**config.mk**
```make
export PLATFORM = sky130hd
export DESIGN_NAME = nibble_header_varint_codec
export DESIGN_NICKNAME = d
export VERILOG_FILES = /design/src/rtl/nhvc_pkg.sv /design/src/rtl/nibble_header_varint_codec.sv /design/src/rtl/nhvc_front.sv /design/src/rtl/nhvc_queue.sv /design/src/rtl/nhvc_back.sv
export SDC_FILE = /design/constraint.sdc
export NUM_CORES = 1
export LEC_CHECK = 0
export BUFFER_PORTS_ARGS = -buffer_cell sky130_fd_sc_hd__buf_2
export CAP_MARGIN = 10
export CORE_UTILIZATION = 54
export CTS_CLUSTER_DIAMETER = 30
export DETAILED_ROUTE_END_ITERATION = 12
export GPL_TIMING_DRIVEN = 0
export PLACE_DENSITY = 0.77
export SLEW_MARGIN = 30
export SYNTH_ARGS = -nofsm -noshare
export SYNTH_HDL_FRONTEND = slang
export SYNTH_SLANG_ARGS = --single-unit
```
**constraint.sdc**
```tcl
create_clock -name clk -period 10.45 [get_ports clk]
set_input_delay 2.09 -clock clk [delete_from_list [all_inputs] [get_ports clk]]
set_output_delay 2.09 -clock clk [all_outputs]
set_load 0.005 [all_outputs]
```
**src/rtl/nhvc_pkg.sv**
```systemverilog
// ----------------------------------------------------------------------------
// nhvc_pkg
// Types and constants shared by the nibble-header varint codec.
// ----------------------------------------------------------------------------
package nhvc_pkg;

  localparam logic MODE_ENCODE = 1'b0;
  localparam logic MODE_DECODE = 1'b1;

  localparam logic [3:0] NIBBLE_MASK = 4'hf;
  localparam logic [3:0] MAX_TRAIL   = 4'd8;

  typedef struct packed {
    logic        is_dec;
    logic [63:0] value;
    logic [7:0]  hdr;
    logic [3:0]  cnt;
    logic        bad;
  } nhvc_cmd_t;

endpackage

```
**src/rtl/nibble_header_varint_codec.sv**
```systemverilog
// ----------------------------------------------------------------------------
// nibble_header_varint_codec
// Big-endian nibble-header varint encoder and decoder for 64-bit values.
//
//   channel  direction  payload
//   cfg      in         cfg_data: mode (0 encode, 1 decode)
//   s_axis   in         tdata: value_in[63:0], byte_in[71:64]
//   m_axis   out        tdata: out_byte[7:0], value_out[71:8]; tlast; tuser
//
// Encode: one item in, 1 to 9 items out at one per cycle while m_tready is
// high, set by the byte sequencer in the output stage. Decode: one byte per
// cycle while s_tready is high; each result is registered in the command
// queue, then the output register. Reset clears mode to encode and the decode
// state. Output stalls fill the command queue, then hold s_tready low.
// ----------------------------------------------------------------------------
module nibble_header_varint_codec
  import nhvc_pkg::*;
#(
  parameter int QUEUE_DEPTH = 2
) (
  input  logic        clk,
  input  logic        rst,
  input  logic        cfg_valid,
  output logic        cfg_ready,
  input  logic        cfg_data,
  input  logic        s_tvalid,
  output logic        s_tready,
  input  logic [71:0] s_tdata,   // value_in[63:0], byte_in[71:64]
  output logic        m_tvalid,
  input  logic        m_tready,
  output logic [71:0] m_tdata,   // out_byte[7:0], value_out[71:8]
  output logic        m_tlast,
  output logic        m_tuser    // malformed
);

  nhvc_cmd_t   fr_cmd;
  nhvc_cmd_t   q_cmd;
  logic        push;
  logic        pop;
  logic        q_full;
  logic        q_valid;
  logic [7:0]  out_byte;
  logic [63:0] value_out;

  nhvc_front u_front (
    .clk       (clk),
    .rst       (rst),
    .cfg_valid (cfg_valid),
    .cfg_ready (cfg_ready),
    .cfg_data  (cfg_data),
    .in_valid  (s_tvalid),
    .in_ready  (s_tready),
    .value_in  (s_tdata[63:0]),
    .byte_in   (s_tdata[71:64]),
    .q_full    (q_full),
    .push      (push),
    .cmd       (fr_cmd)
  );

  nhvc_queue #(
    .DEPTH (QUEUE_DEPTH)
  ) u_queue (
    .clk      (clk),
    .rst      (rst),
    .push     (push),
    .wr_cmd   (fr_cmd),
    .full     (q_full),
    .pop      (pop),
    .rd_valid (q_valid),
    .rd_cmd   (q_cmd)
  );

  nhvc_back u_back (
    .clk       (clk),
    .rst       (rst),
    .q_valid   (q_valid),
    .q_cmd     (q_cmd),
    .pop       (pop),
    .out_valid (m_tvalid),
    .out_ready (m_tready),
    .out_byte  (out_byte),
    .value_out (value_out),
    .last      (m_tlast),
    .malformed (m_tuser)
  );

  assign m_tdata = {value_out, out_byte};

endmodule

```
**src/rtl/nhvc_front.sv**
```systemverilog
// ----------------------------------------------------------------------------
// nhvc_front
// Accepts items, holds the mode and the decode state, and turns each encode
// item, and each completing decode byte, into a command for the output side.
// ----------------------------------------------------------------------------
module nhvc_front
  import nhvc_pkg::*;
(
  input  logic        clk,
  input  logic        rst,
  input  logic        cfg_valid,
  output logic        cfg_ready,
  input  logic        cfg_data,
  input  logic        in_valid,
  output logic        in_ready,
  input  logic [63:0] value_in,
  input  logic [7:0]  byte_in,
  input  logic        q_full,
  output logic        push,
  output nhvc_cmd_t   cmd
);

  logic        mode;
  logic [63:0] acc;
  logic [3:0]  left;
  logic        bad;

  logic [63:0] acc_next;
  logic [3:0]  left_next;
  logic        bad_next;
  logic        dec_done;

  logic [2:0]  top_pos;
  logic        nonzero;
  logic [7:0]  top_byte;
  logic [3:0]  enc_cnt;
  logic [7:0]  enc_hdr;
  logic [63:0] aligned;
  logic [63:0] shifted_acc;
  logic        accept;

  assign cfg_ready = 1'b1;
  assign in_ready  = !q_full;
  assign accept    = in_valid && in_ready;

  always_comb begin
    top_pos = 3'd0;
    nonzero = 1'b0;
    for (int i = 0; i < 8; i++) begin
      if (value_in[8*i +: 8] != 8'd0) begin
        top_pos = 3'(i);
        nonzero = 1'b1;
      end
    end
    top_byte = value_in[{top_pos, 3'b000} +: 8];
    if (!nonzero) begin
      enc_hdr = 8'd0;
      enc_cnt = 4'd0;
    end else if (top_byte[7:4] == 4'd0) begin
      enc_hdr = {1'b0, top_pos, top_byte[3:0]};
      enc_cnt = {1'b0, top_pos};
    end else begin
      enc_hdr = {4'({1'b0, top_pos} + 4'd1), 4'd0};
      enc_cnt = 4'({1'b0, top_pos} + 4'd1);
    end
    aligned = value_in << {3'(MAX_TRAIL - enc_cnt), 3'b000};
  end

  always_comb begin
    acc_next    = acc;
    left_next   = left;
    bad_next    = bad;
    dec_done    = 1'b0;
    shifted_acc = {acc[55:0], byte_in};
    if (left == 4'd0) begin
      if (byte_in[7:4] == 4'd0) begin
        dec_done  = 1'b1;
        acc_next  = 64'd0;
        bad_next  = 1'b0;
      end else begin
        acc_next  = {60'd0, byte_in[3:0] & NIBBLE_MASK};
        bad_next  = byte_in[7:4] > MAX_TRAIL;
        left_next = byte_in[7:4];
      end
    end else begin
      left_next = left - 4'd1;
      if (left == 4'd1) begin
        dec_done = 1'b1;
        acc_next = 64'd0;
        bad_next = 1'b0;
      end else begin
        acc_next = shifted_acc;
      end
    end
  end

  always_comb begin
    cmd = '0;
    if (mode == MODE_ENCODE) begin
      cmd.is_dec = 1'b0;
      cmd.value  = aligned;
      cmd.hdr    = enc_hdr;
      cmd.cnt    = enc_cnt;
    end else begin
      cmd.is_dec = 1'b1;
      cmd.value  = (left == 4'd0) ? {60'd0, byte_in[3:0]} : shifted_acc;
      cmd.bad    = (left == 4'd0) ? 1'b0 : bad;
    end
  end

  assign push = accept && ((mode == MODE_ENCODE) || dec_done);

  always_ff @(posedge clk) begin
    if (rst) begin
      mode <= MODE_ENCODE;
      acc  <= 64'd0;
      left <= 4'd0;
      bad  <= 1'b0;
    end else begin
      if (cfg_valid && cfg_ready) begin
        mode <= cfg_data;
      end
      if (accept && mode == MODE_DECODE) begin
        acc  <= acc_next;
        left <= left_next;
        bad  <= bad_next;
      end
    end
  end

endmodule

```
**src/rtl/nhvc_queue.sv**
```systemverilog
// ----------------------------------------------------------------------------
// nhvc_queue
// Short command queue between the accept side and the output side.
// ----------------------------------------------------------------------------
module nhvc_queue
  import nhvc_pkg::*;
#(
  parameter int DEPTH = 2
) (
  input  logic      clk,
  input  logic      rst,
  input  logic      push,
  input  nhvc_cmd_t wr_cmd,
  output logic      full,
  input  logic      pop,
  output logic      rd_valid,
  output nhvc_cmd_t rd_cmd
);

  localparam int PW = (DEPTH > 1) ? $clog2(DEPTH) : 1;
  localparam int CW = $clog2(DEPTH + 1);

  nhvc_cmd_t       mem [DEPTH];
  logic [PW-1:0]   wr_ptr;
  logic [PW-1:0]   rd_ptr;
  logic [CW-1:0]   count;

  assign full     = count == CW'(DEPTH);
  assign rd_valid = count != '0;
  assign rd_cmd   = mem[rd_ptr];

  always_ff @(posedge clk) begin
    if (push) begin
      mem[wr_ptr] <= wr_cmd;
    end
  end

  always_ff @(posedge clk) begin
    if (rst) begin
      wr_ptr <= '0;
      rd_ptr <= '0;
      count  <= '0;
    end else begin
      if (push) begin
        wr_ptr <= (wr_ptr == PW'(DEPTH - 1)) ? '0 : wr_ptr + 1'b1;
      end
      if (pop) begin
        rd_ptr <= (rd_ptr == PW'(DEPTH - 1)) ? '0 : rd_ptr + 1'b1;
      end
      case ({push, pop})
        2'b10:   count <= count + 1'b1;
        2'b01:   count <= count - 1'b1;
        default: count <= count;
      endcase
    end
  end

endmodule

```
**src/rtl/nhvc_back.sv**
```systemverilog
// ----------------------------------------------------------------------------
// nhvc_back
// Expands commands into output items: header then trailing bytes for an
// encoded value, one item for a decoded value.
// ----------------------------------------------------------------------------
module nhvc_back
  import nhvc_pkg::*;
(
  input  logic        clk,
  input  logic        rst,
  input  logic        q_valid,
  input  nhvc_cmd_t   q_cmd,
  output logic        pop,
  output logic        out_valid,
  input  logic        out_ready,
  output logic [7:0]  out_byte,
  output logic [63:0] value_out,
  output logic        last,
  output logic        malformed
);

  logic [63:0] sh;
  logic [3:0]  cur_left;
  logic        load;

  assign load = !out_valid || out_ready;
  assign pop  = load && (cur_left == 4'd0) && q_valid;

  always_ff @(posedge clk) begin
    if (rst) begin
      out_valid <= 1'b0;
      cur_left  <= 4'd0;
    end else if (load) begin
      if (cur_left != 4'd0) begin
        out_valid <= 1'b1;
        cur_left  <= cur_left - 4'd1;
      end else if (q_valid) begin
        out_valid <= 1'b1;
        cur_left  <= q_cmd.cnt;
      end else begin
        out_valid <= 1'b0;
      end
    end
  end

  always_ff @(posedge clk) begin
    if (load) begin
      if (cur_left != 4'd0) begin
        out_byte  <= sh[63:56];
        value_out <= 64'd0;
        last      <= cur_left == 4'd1;
        malformed <= 1'b0;
        sh        <= {sh[55:0], 8'd0};
      end else if (q_valid) begin
        out_byte  <= q_cmd.hdr;
        value_out <= q_cmd.is_dec ? q_cmd.value : 64'd0;
        last      <= q_cmd.cnt == 4'd0;
        malformed <= q_cmd.bad;
        sh        <= q_cmd.value;
      end
    end
  end

endmodule

```
## Yosys cells after proc, flatten, opt, wreduce, memory -nomap -nowiden

Memory sizes are Yosys's and may differ from the RTL's. A register that Yosys moved wholly into a read port is not among the register bits.
Index checks and enable logic that the tools add are counted.

| operators by class | value |
|---|---|
| add/subtract/negate cells | 8 |
| magnitude comparators | 1 |
| equal/unequal tests | 6 |
| shift operators | 2 |
| muxes and demuxes | 55 |
| bitwise gates (word level) | 1 |
| reductions and logical operators | 30 |

Operators with widths:

| cell | count |
|---|---|
| 64-bit 2-to-1 mux | 5 |
| 56-bit 2-to-1 mux | 2 |
| 65-bit 2-to-1 mux | 1 |
| 8-bit nonzero test | 8 |
| 64-bit by 7-bit variable part select with 8-bit output | 1 |
| 64-bit by 6-bit left shift with 64-bit output | 1 |
| 8-bit 2-to-1 mux | 4 |
| 1-bit 2-to-1 mux | 28 |
| 4-bit 2-to-1 mux | 7 |
| 4-bit logical NOT | 5 |
| 3-bit 2-to-1 mux | 6 |
| 12-bit 2-to-1 mux | 1 |
| 4-bit by 1-bit == test with 1-bit output, second input constant | 2 |
| 2-bit nonzero test | 4 |
| 4-bit by 1-bit subtractor with 4-bit output, second input constant | 2 |
| 2-bit AND reduction | 3 |
| 1-bit logical AND | 5 |
| 3-bit by 1-bit adder with 4-bit output, second input constant | 1 |
| 2-bit == test, second input constant | 2 |
| 4-bit > comparator, second input constant | 1 |
| 2-bit one-hot mux with 2 select lines | 1 |
| 4-bit nonzero test | 1 |
| 1-bit by 3-bit subtractor with 3-bit output, first input constant | 1 |
| 1-bit adder, second input constant | 2 |
| other kinds (7) | 9 |

| storage, ports and cells | value |
|---|---|
| flip-flop bits (word level) | 209 |
| RAM bits | 156 |
| input port bits | 78 |
| output and inout port bits | 77 |
| word-level logic and storage cells | 119 |
| memories | 1 |

Memory list:

| memory | words | bits a word | rd ports | clocked after memory_dff | write ports | line | text |
|---|---|---|---|---|---|---|---|
| u_queue.mem | 2 | 78 | 1 | 1 | 1 | nhvc_queue.sv:23 | `nhvc_cmd_t mem [DEPTH];` |

## Logic depth before layout (Yosys ltp)

Gate-level depths: netlist of the first run.

| logic depth | value |
|---|---|
| depth after elaboration | 15 |
| gate-level depth with buffers | 17 |
| depth with buffers taken out | 13 |

## Hierarchy

A second synthesis of the first run with hierarchy kept.

| unflattened totals | value |
|---|---|
| cell total of the unflattened synthesis | 1325 |
| area, all modules | 16878.7 um^2 |

By module, submodules not included:

| module | times used | cells an instance | area each (um^2) | sequential area each (um^2) |
|---|---|---|---|---|
| nhvc_back | 1 | 475 | 5854.4 | 4244.1 |
| nhvc_queue | 1 | 265 | 5848.1 | 4784.6 |
| nhvc_front | 1 | 585 | 5176.2 | 1241.2 |

## Least setup slack after synthesis of the first run

OpenSTA, ideal clock, no wires.

| path | value |
|---|---|
| kind | input port to flip-flop |
| start point | in m_tready |
| end point | reg u_back.cur_left[0] |
| setup time | 0.139 ns |
| arrival time | 10.093 ns |
| data required time | 10.311 ns |
| slack | 0.218 ns |
| stages on the path | 5 |
| path buffers | 0 |
| cell sequence | nor2b_1 > a21oi_1 > o21ai_0 > a22oi_1 > nor2_1 |

| between the ends | value |
|---|---|
| longest elaborated chain between the ends | 2 |

Ends and longest elaborated chain:

| what | line | text |
|---|---|---|
| from (decl) | nibble_header_varint_codec.sv:30 | `input logic m_tready,` |
| 1-bit logical OR | nhvc_back.sv:26 | `assign load = !out_valid \|\| out_ready;` |
| 2-bit AND reduction (no source line) | n/a |  |
| to (signal assigned) | nhvc_back.sv:36 | `cur_left <= cur_left - 4'd1;` |
| to (signal assigned) | nhvc_back.sv:39 | `cur_left <= q_cmd.cnt;` |
| to (decl) | nhvc_back.sv:23 | `logic [3:0] cur_left;` |

Every way passes these cells.
A chain may end at the register's enable or synchronous reset.

==> results, run 1 <==
- The total detailed-routing wirelength is 48.8 mm.
- The share of total power dissipated in combinational logic is 0.289.
- The analysis attributes to cell leakage a power of 0.00700 uW.
- The final instance count without filler cells is 1976.
- Between clock sinks in the finished design, the worst skew comes to 0.0313 ns.
- Dividing the detail-routed wire length by the instance count gives 24.7 um.
- For flop-to-flop paths, the worst setup slack is 7.23 ns.
- The worst path buffer plus inverter count is 6.
- The synthesized netlist contains 66 unique library cells.
- The startpoint type of the worst setup path is an input port.
- For this design the total switching power over the nets is 1960 uW.
- The max-slew violation count is 0.
- Measured along the y axis, the die boundary spans 174 um.
- Of the total power, the share spent switching nets is 0.335.
- The maximum frequency from static timing analysis is 141 MHz.
- Among all flip-flop cells after synthesis, the most frequent one is sky130_fd_sc_hd__edfxtp_1.
- The final worst hold slack is 0.450 ns.
- The ratio of final minimum period to clock period is 0.679.
- The transition time of the tightest slew-check pin is 0.837 ns.
- The placer congestion estimate is 1.03.
- The initial utilization of the core area, before any placement, comes to 0.552.
- The initial antenna violation count was 1.
- The path type of the worst min-delay path is reg -> reg.
- After clock tree synthesis, the clock-pin slew on the worst setup and hold paths is 0.06 ns.
- In the final design database the tool counted 1629 nets.
- The hold buffer count at CTS is 0.
- The total nets after synthesis is 1403.
- In this run the most critical hold path is launched from u_front.acc[49].
- The total count of hold-check failures in the final report is 0.
- The number of flops mapped to enable cells by yosys is 286.
- The fraction of the core area covered by cells at the end of the flow is 0.676.
- Headroom to the max-slew limit came out at 0.426.
- Of the total power, registers draw 0.392.
- The cell type group with the largest total delay on the critical path is buffers and inverters.
- The sequential cell area is 10000 um^2.
- For the worst setup path, the data required time is 10.65 ns.
- The biggest cell delay along the critical path is 0.74 ns.
- The cell with the largest stage delay on the worst path is sky130_fd_sc_hd__nor4_2.
- The worst setup path is of the in -> reg kind.
- The final number of setup-violating endpoints is 0.
- The number of placed instances, taps included, is 1868.
- The maximum clock insertion buffer count is 3.
- The CTS tree is yes.
- After clock tree synthesis, the repair step resized 0 gates.
- The total overflow left after global routing is 0.
- The reg-to-reg critical path endpoint is u_queue.mem[1][60].
- Data arrives at the worst endpoint at 7.30 ns.
- The largest fanout of any net on the critical path is 10.
- The register bit count reported by yosys is 358.
- The share of the yosys chip area belonging to registers is 0.628.
- In this run the number of H-tree levels came out at 2.
- For this run, the number of Yosys warnings is 0.
- Setup repair after global routing left no endpoint under its margin.
- STA classifies the critical path endpoint as a flop.
- The full die area is 30300 um^2.
- The average instance in the mapped netlist occupies 12.1 um^2.
- The post-place setup slack is 2.96 ns.
- Entering global routing, the biggest net connects 24 pins.
- The setup TNS is 0 ns.
- The startpoint of the most critical register-to-register path is u_front.left[0].
- The via count of the first global-routing pass was 11900.
- The cell-internal power is 3890 uW.
- The growth of design area from synthesis to finish is 22.6%.
- The detail route stage leaves a number of antenna-violating nets equal to 0.
- After detailed routing, the number of vias per cell comes to 6.26.
- The insertion delay to the later sink of the worst-skew pair is 0.58 ns.
- The cell row count is 62.
- Of all flip-flops after synthesis, the portion carrying an async set or reset was 0.
- In the routed design, unresolved DRC markers number 0.
- The cell count after synthesis came out at 1317.
- The minimum period implied by the final worst setup slack is 7.10 ns.
- Fill cells in the final layout number 2030.
- The flow ran to the end, and the final reports show no timing, DRC or antenna violations.
- The clock tree root driver cell is sky130_fd_sc_hd__clkbuf_16.
- The peak supply drop is 0.000153 V.
- The count of pins on the block boundary is 155.
- The critical path goes through buf_2 -> nor4_2 -> nand4_1 -> nor3_2 -> a21oi_1 -> mux2i_1 -> buf_4 -> inv_2 -> buf_2 -> ha_1 -> clkbuf_1 -> clkbuf_1 -> nor3_1 -> mux2i_1 -> o21ai_0.
- The number of buffer cells added on primary ports is 152.
- Of the total power, the clock network draws 0.319.
- The share of layout cells above drive strength 1 is 0.201.
- The path with the worst hold slack has its endpoint at u_front.acc[49].
- Setup slack closes at 3.35 ns.
- The routed layout has 12400 vias.
- Once the clock tree was built, the setup fixing pass inserted 0 buffers.
- The first global-routing pass estimated 72.3 mm of wire.
- The core area is 28900 um^2.
- The sink count of the clock tree is 358.
- The count of TritonRoute iterations in the first routing pass is 7.
- The number of design-rule violations left by the first detailed-router iteration is 1638.
- Power spread over the standard cell area amounts to 299 nW/um^2.
- The die span in x is 174 um.
- Counting the buffers created by CTS gives 57.
- Across the run, the number of max-cap violations was 0.
- The area of the mapped netlist is 16000 um^2.
- Detailed placement finished with a half-perimeter wire length of 35.9 mm.
- The count of cells along the worst hold path is 2.
- The area of the multi-input gates is 5540 um^2.
- For the worst flop-to-flop path, the logic depth is 10.
- Across every metal layer, demand over resource in global routing totals 0.323.
[synth_stat cells (all sizes together), types with 3 or more instances]
master | number | area share
a221o | 19 | 0.012
o211ai | 3 | 0.0014
a221oi | 4 | 0.0022
buf | 23 | 0.0081
nor4 | 18 | 0.010
edfxtp | 286 | 0.54
o21ai | 108 | 0.034
and3 | 3 | 0.0012
o21a | 3 | 0.0014
and2 | 24 | 0.0096
dfxtp | 72 | 0.090
nand3 | 69 | 0.022
a21oi | 75 | 0.024
a32oi | 9 | 0.0049
nor3 | 14 | 0.0050
a21o | 6 | 0.0028
a211o | 4 | 0.0022
mux2i | 121 | 0.076
ha | 8 | 0.0063
nor2 | 95 | 0.023
or4 | 5 | 0.0024
nand2 | 155 | 0.036
mux2 | 7 | 0.0052
mux4 | 12 | 0.017
xnor2 | 4 | 0.0027
inv | 11 | 0.0026
a211oi | 24 | 0.011
clkbuf | 69 | 0.016
a22o | 28 | 0.015
nand2b | 11 | 0.0043
[layout make-up]
type / count / area share
clock buffers: 64 / 0.0752
inverters: 11 / 0.00211
multi-input cells: 856 / 0.283
diodes: 1 / 0.000128
clock inverters: 43 / 0.0242
flip-flops and latches: 358 / 0.512
well taps: 384 / 0.0245
plain buffers: 92 / 0.0199
repair buffers: 167 / 0.0587
[power by group through the flow]
stage	registers [uW]	clock network, uW	logic [uW]
2_1_floorplan	2410	0	849
3_3_place_gp	2420	0	1430
3_5_place_dp	2310	0	1640
4_1_cts	2290	1870	1670
5_1_grt	2320	1940	1810
6_report	2290	1860	1690
[cell usage in the layout, fill, tap and decap left out, types with 16 or more instances in the layout]
cell type / count
sky130_fd_sc_hd__nand3_1: 69
sky130_fd_sc_hd__clkbuf_1: 74
sky130_fd_sc_hd__a211oi_1: 24
sky130_fd_sc_hd__a221o_1: 19
sky130_fd_sc_hd__dfxtp_1: 72
sky130_fd_sc_hd__nand2_1: 155
sky130_fd_sc_hd__clkbuf_16: 57
sky130_fd_sc_hd__a22o_1: 28
sky130_fd_sc_hd__nor2_1: 92
sky130_fd_sc_hd__and2_1: 16
sky130_fd_sc_hd__a21oi_1: 74
sky130_fd_sc_hd__o21ai_0: 106
sky130_fd_sc_hd__mux2i_1: 120
sky130_fd_sc_hd__buf_2: 160
sky130_fd_sc_hd__edfxtp_1: 286
[metrics by stage]
step	total power (uW)	instance area (um^2)
finish	5850	19600
global route	6060	19600
CTS	5840	19600
detailed placement	3950	17600
global placement	3850	17200
floorplan	3260	16000
[worst register-to-register path, delay by kind of cell (launching register included)]
kind                       cells  cell delay, ns
AOI/OAI and AO/OA              2            0.41
adders and majority gates      1            0.20
buffers and inverters          5            1.53
DFF                            1            0.39
and+or+nand+nor                2            0.42
[routing by layer]
layer	track usage	wire length, um	vias up
li1	-	-	5436
met1	0.432	19200	5987
met2	0.532	23000	836
met3	0.0562	4800	120
met4	0.118	1870	0
met5	0	0	-
[worst max-delay path by stage]
stage,startpoint,to,slack [ns],cells after the start
after floorplan,m_tready,u_back.cur_left[0],0.22,5
after CTS,s_tdata[61],u_queue.mem[1][54],3.54,15
after detailed placement,s_tdata[61],u_queue.mem[0][54],2.96,15
after global routing,s_tdata[61],u_queue.mem[1][54],3.14,15
after global placement,m_tready,u_back.cur_left[0],-2.36,6
final,s_tdata[61],u_queue.mem[1][60],3.35,15
[registers in the layout (all words and copies together) (netlist names), named ones only]
signal / cells
u_back.cur_left: 4
u_back.last: 1
u_back.malformed: 1
u_back.out_byte: 8
u_back.out_valid: 1
u_back.sh: 64
u_back.value_out: 64
u_front.acc: 56
u_front.bad: 1
u_front.left: 4
u_front.mode: 1
u_queue.count: 2
u_queue.mem: 148
u_queue.rd_ptr: 1
u_queue.wr_ptr: 1
[cells by family after synthesis]
family                     Yosys count  synth area share
and+or+nand+nor                    404             0.118
DFF                                358             0.628
AOI/OAI and AO/OA                  298             0.119
muxes                              140            0.0982
buffers and inverters              103            0.0270
adders and majority gates            8           0.00627
xor gates and xnor gates             5           0.00321
other                                1          0.000235
Note: power is estimated with default switching activity, not from simulation.
==> run 2: changes to the inputs <==
Clock period 10.45 ns to 5.9 ns, I/O delays scaled along.
==> results, run 2 (synthesis results as in run 1) <==
- The starting density of the core is 0.552.
- The sink count of the clock tree is 358.
- The minimum period implied by the final worst setup slack is 5.63 ns.
- The H-tree level count is 2.
- The first global-routing pass estimated 75.8 mm of wire.
- The setup path with the least slack is of type in -> reg.
- Of the total power, the share spent switching nets is 0.331.
- The CTS tree is yes.
- In this run the count of I/O pins placed on the die edge is 155.
- The growth of design area from synthesis to finish is 24.2%.
- The core region is 28900 um^2.
- The number of antenna cells inserted is 0.
- The total detailed-routing wirelength is 50.8 mm.
- Before antenna repair, the detailed router went through 6 iterations.
- The pin count of the biggest net entering global routing is 24.
- The fraction of the core area covered by cells at the end of the flow is 0.686.
- The floorplan step set the die height to 174 um.
- The normalized max-slew margin is 0.417.
- The number of nets in the finished design is 1631.
- The largest registers in the layout are u_queue.mem x148, u_back.sh x64, u_back.value_out x64.
- The net load switching power is 3590 uW.
- The full die area is 30300 um^2.
- The tool flagged a number of max-cap violations equal to 0.
- The max-slew violation count is 0.
- The number of design-rule violations left by the first detailed-router iteration is 1558.
- The flow ran to the end, and the final reports show no timing, DRC or antenna violations.
- In this run the horizontal extent of the chip is 174 um.
- The total CTS buffers is 60.
- The global-route usage over all layers is 0.339.
- Of the cells placed in the final design, the portion with a size suffix greater than 1 is 0.207.
- At the worst endpoint, the required time is 6.19 ns.
- The routed layout has 12500 vias.
- The number of vias per cell is 6.33.
- The worst-case clock skew is 0.0274 ns.
- For the worst setup path, the data arrival time is 5.92 ns.
- The placer congestion estimate is 1.01.
- For this run the aggregate overflow at the end of global routing stands at 0.
- The clock tree root driver cell is sky130_fd_sc_hd__clkbuf_16.
- Buffers inserted to repair hold after CTS numbered 0.
- The ratio of final minimum period to clock period is 0.954.
- In this run the remaining antenna-violating nets after routing total 0.
- The register ranked first by flip-flop count is u_queue.mem.
- The library cells used most frequently in the layout, excluding fill and tap cells, are 286 x sky130_fd_sc_hd__edfxtp_1, 160 x sky130_fd_sc_hd__buf_2, 155 x sky130_fd_sc_hd__nand2_1.
- The total count of hold-check failures in the final report came to 0.
- The clock passes through at most 3 buffers.
- The initial antenna violation count is 0.
- The analysis attributes to cell leakage a power of 0.00713 uW.
- Setup repair after global routing left no endpoint under its margin.
- The insertion delay to the later sink of the worst-skew pair is 0.58 ns.
- Of the total power, registers draw 0.374.
- The register with the most flip-flops in the layout has 148 of them.
- The final routed DRC violation total is 0.
- The final number of setup-violating endpoints is 0.
- Clock-pin slew was measured on the worst setup and hold paths at 0.06 ns.
- The peak supply drop is 0.000364 V.
- During placement, the flow inserted port buffers numbering 152.
- The total chip power is 10800 uW.
- The via count of the first global-routing pass was 12300.
- The library cell used most frequently in the layout, excluding fill and tap cells, is sky130_fd_sc_hd__edfxtp_1.
- The initialized floorplan defines 62 standard-cell rows.
- STA classifies the critical path endpoint as a flop.
- The HPWL after detailed placement is 37.0 mm.
- Of all nets on the critical path, the largest fanout is 10.
- Summed over all failing endpoints, the final setup total negative slack is 0 ns.
- The tightest min-delay check is of the reg -> reg type.
- The share of total power dissipated in the clock network is 0.345.
- The fill cell instance count of the final layout is 1948.
- Dividing total power by cell area gives a power density of 546 nW/um^2.
- The startpoint type of the worst setup path is an input port.
- In the final routed layout, each cell accounts on average for 25.7 um.
- The internal power of the cells totals 7250 uW.
- For the pin with the worst max-slew slack, the measured transition is 0.850 ns.
- The combinational cell fraction of total power is 0.281.
- Based on the critical path, the design can be clocked at up to 178 MHz.
## run 2: worst max-delay path, cell delays in order
cell,delay [ns]
sky130_fd_sc_hd__buf_2,0.13
sky130_fd_sc_hd__nor4_2,0.61
sky130_fd_sc_hd__nand2_1,0.25
sky130_fd_sc_hd__a311oi_2,0.48
sky130_fd_sc_hd__nor2_4,0.13
sky130_fd_sc_hd__mux2i_1,0.30
sky130_fd_sc_hd__buf_4,0.29
sky130_fd_sc_hd__inv_2,0.11
sky130_fd_sc_hd__buf_2,0.21
sky130_fd_sc_hd__ha_1,0.59
sky130_fd_sc_hd__clkbuf_2,0.37
sky130_fd_sc_hd__clkbuf_1,0.47
sky130_fd_sc_hd__mux2i_1,0.30
sky130_fd_sc_hd__a221o_1,0.47
## run 2: path summary, 6_finish.rpt
check / slack [ns] / cells after the start / start / to
hold / removal: 0.46 / 2 / u_front.acc[51] / u_front.acc[51]
hold reg to reg: 0.46 / 2 / u_front.acc[51] / u_front.acc[51]
setup / recovery: 0.27 / 14 / s_tdata[37] / u_queue.mem[0][75]
setup reg to reg: 2.60 / 10 / u_front.left[0] / u_queue.mem[0][60]
## run 2: what timing repair did
action / in CTS / in global routing
resized for setup: 4 / 6
buffers inserted: 0 / 0
endpoints found under the setup margin: 32 / 96
## run 2: stage by stage
stage | instance area, um^2 | instances | setup slack [ns] | hold WS, ns
floorplan | 16000 | 1317 | 0.208 | 0.432
finish | 19800 | 1980 | 0.270 | 0.455
global placement | 17200 | 1853 | -1.87 | 0.439
CTS | 19800 | 1981 | 0.0755 | 0.452
detailed placement | 17600 | 1868 | -0.796 | 0.445
global route | 19800 | 1980 | 0.0546 | 0.478
## run 2: cell type report
type                            count  area [um^2]  share of cell area
Multi-Input combinational cell    856         5570               0.281
Clock buffer                       67         1560              0.0786
Buffer                             91          389              0.0196
Inverter                           11         41.3             0.00208
Timing Repair Buffer              167         1120              0.0566
Sequential cell                   358        10000               0.506
Clock inverter                     46          649              0.0327
Tap cell                          384          480              0.0242
## run 2: per-layer routing
layer  up-vias  GRT usage  routed length (um)
met5         -          0                   0
met4         0      0.140                2260
met3       149     0.0512                4360
met2       846      0.557               24000
met1      6100      0.453               20200
li1       5444          -                   -
## run 2: power groups by stage
stage	combinational (uW)	clock, uW	sequential (uW)
after CTS	2990	3740	4050
after global placement	2540	0	4150
after detailed placement	2890	0	4080
after global routing	3220	3860	4100
after floorplan	1510	0	4140
final	3040	3740	4060
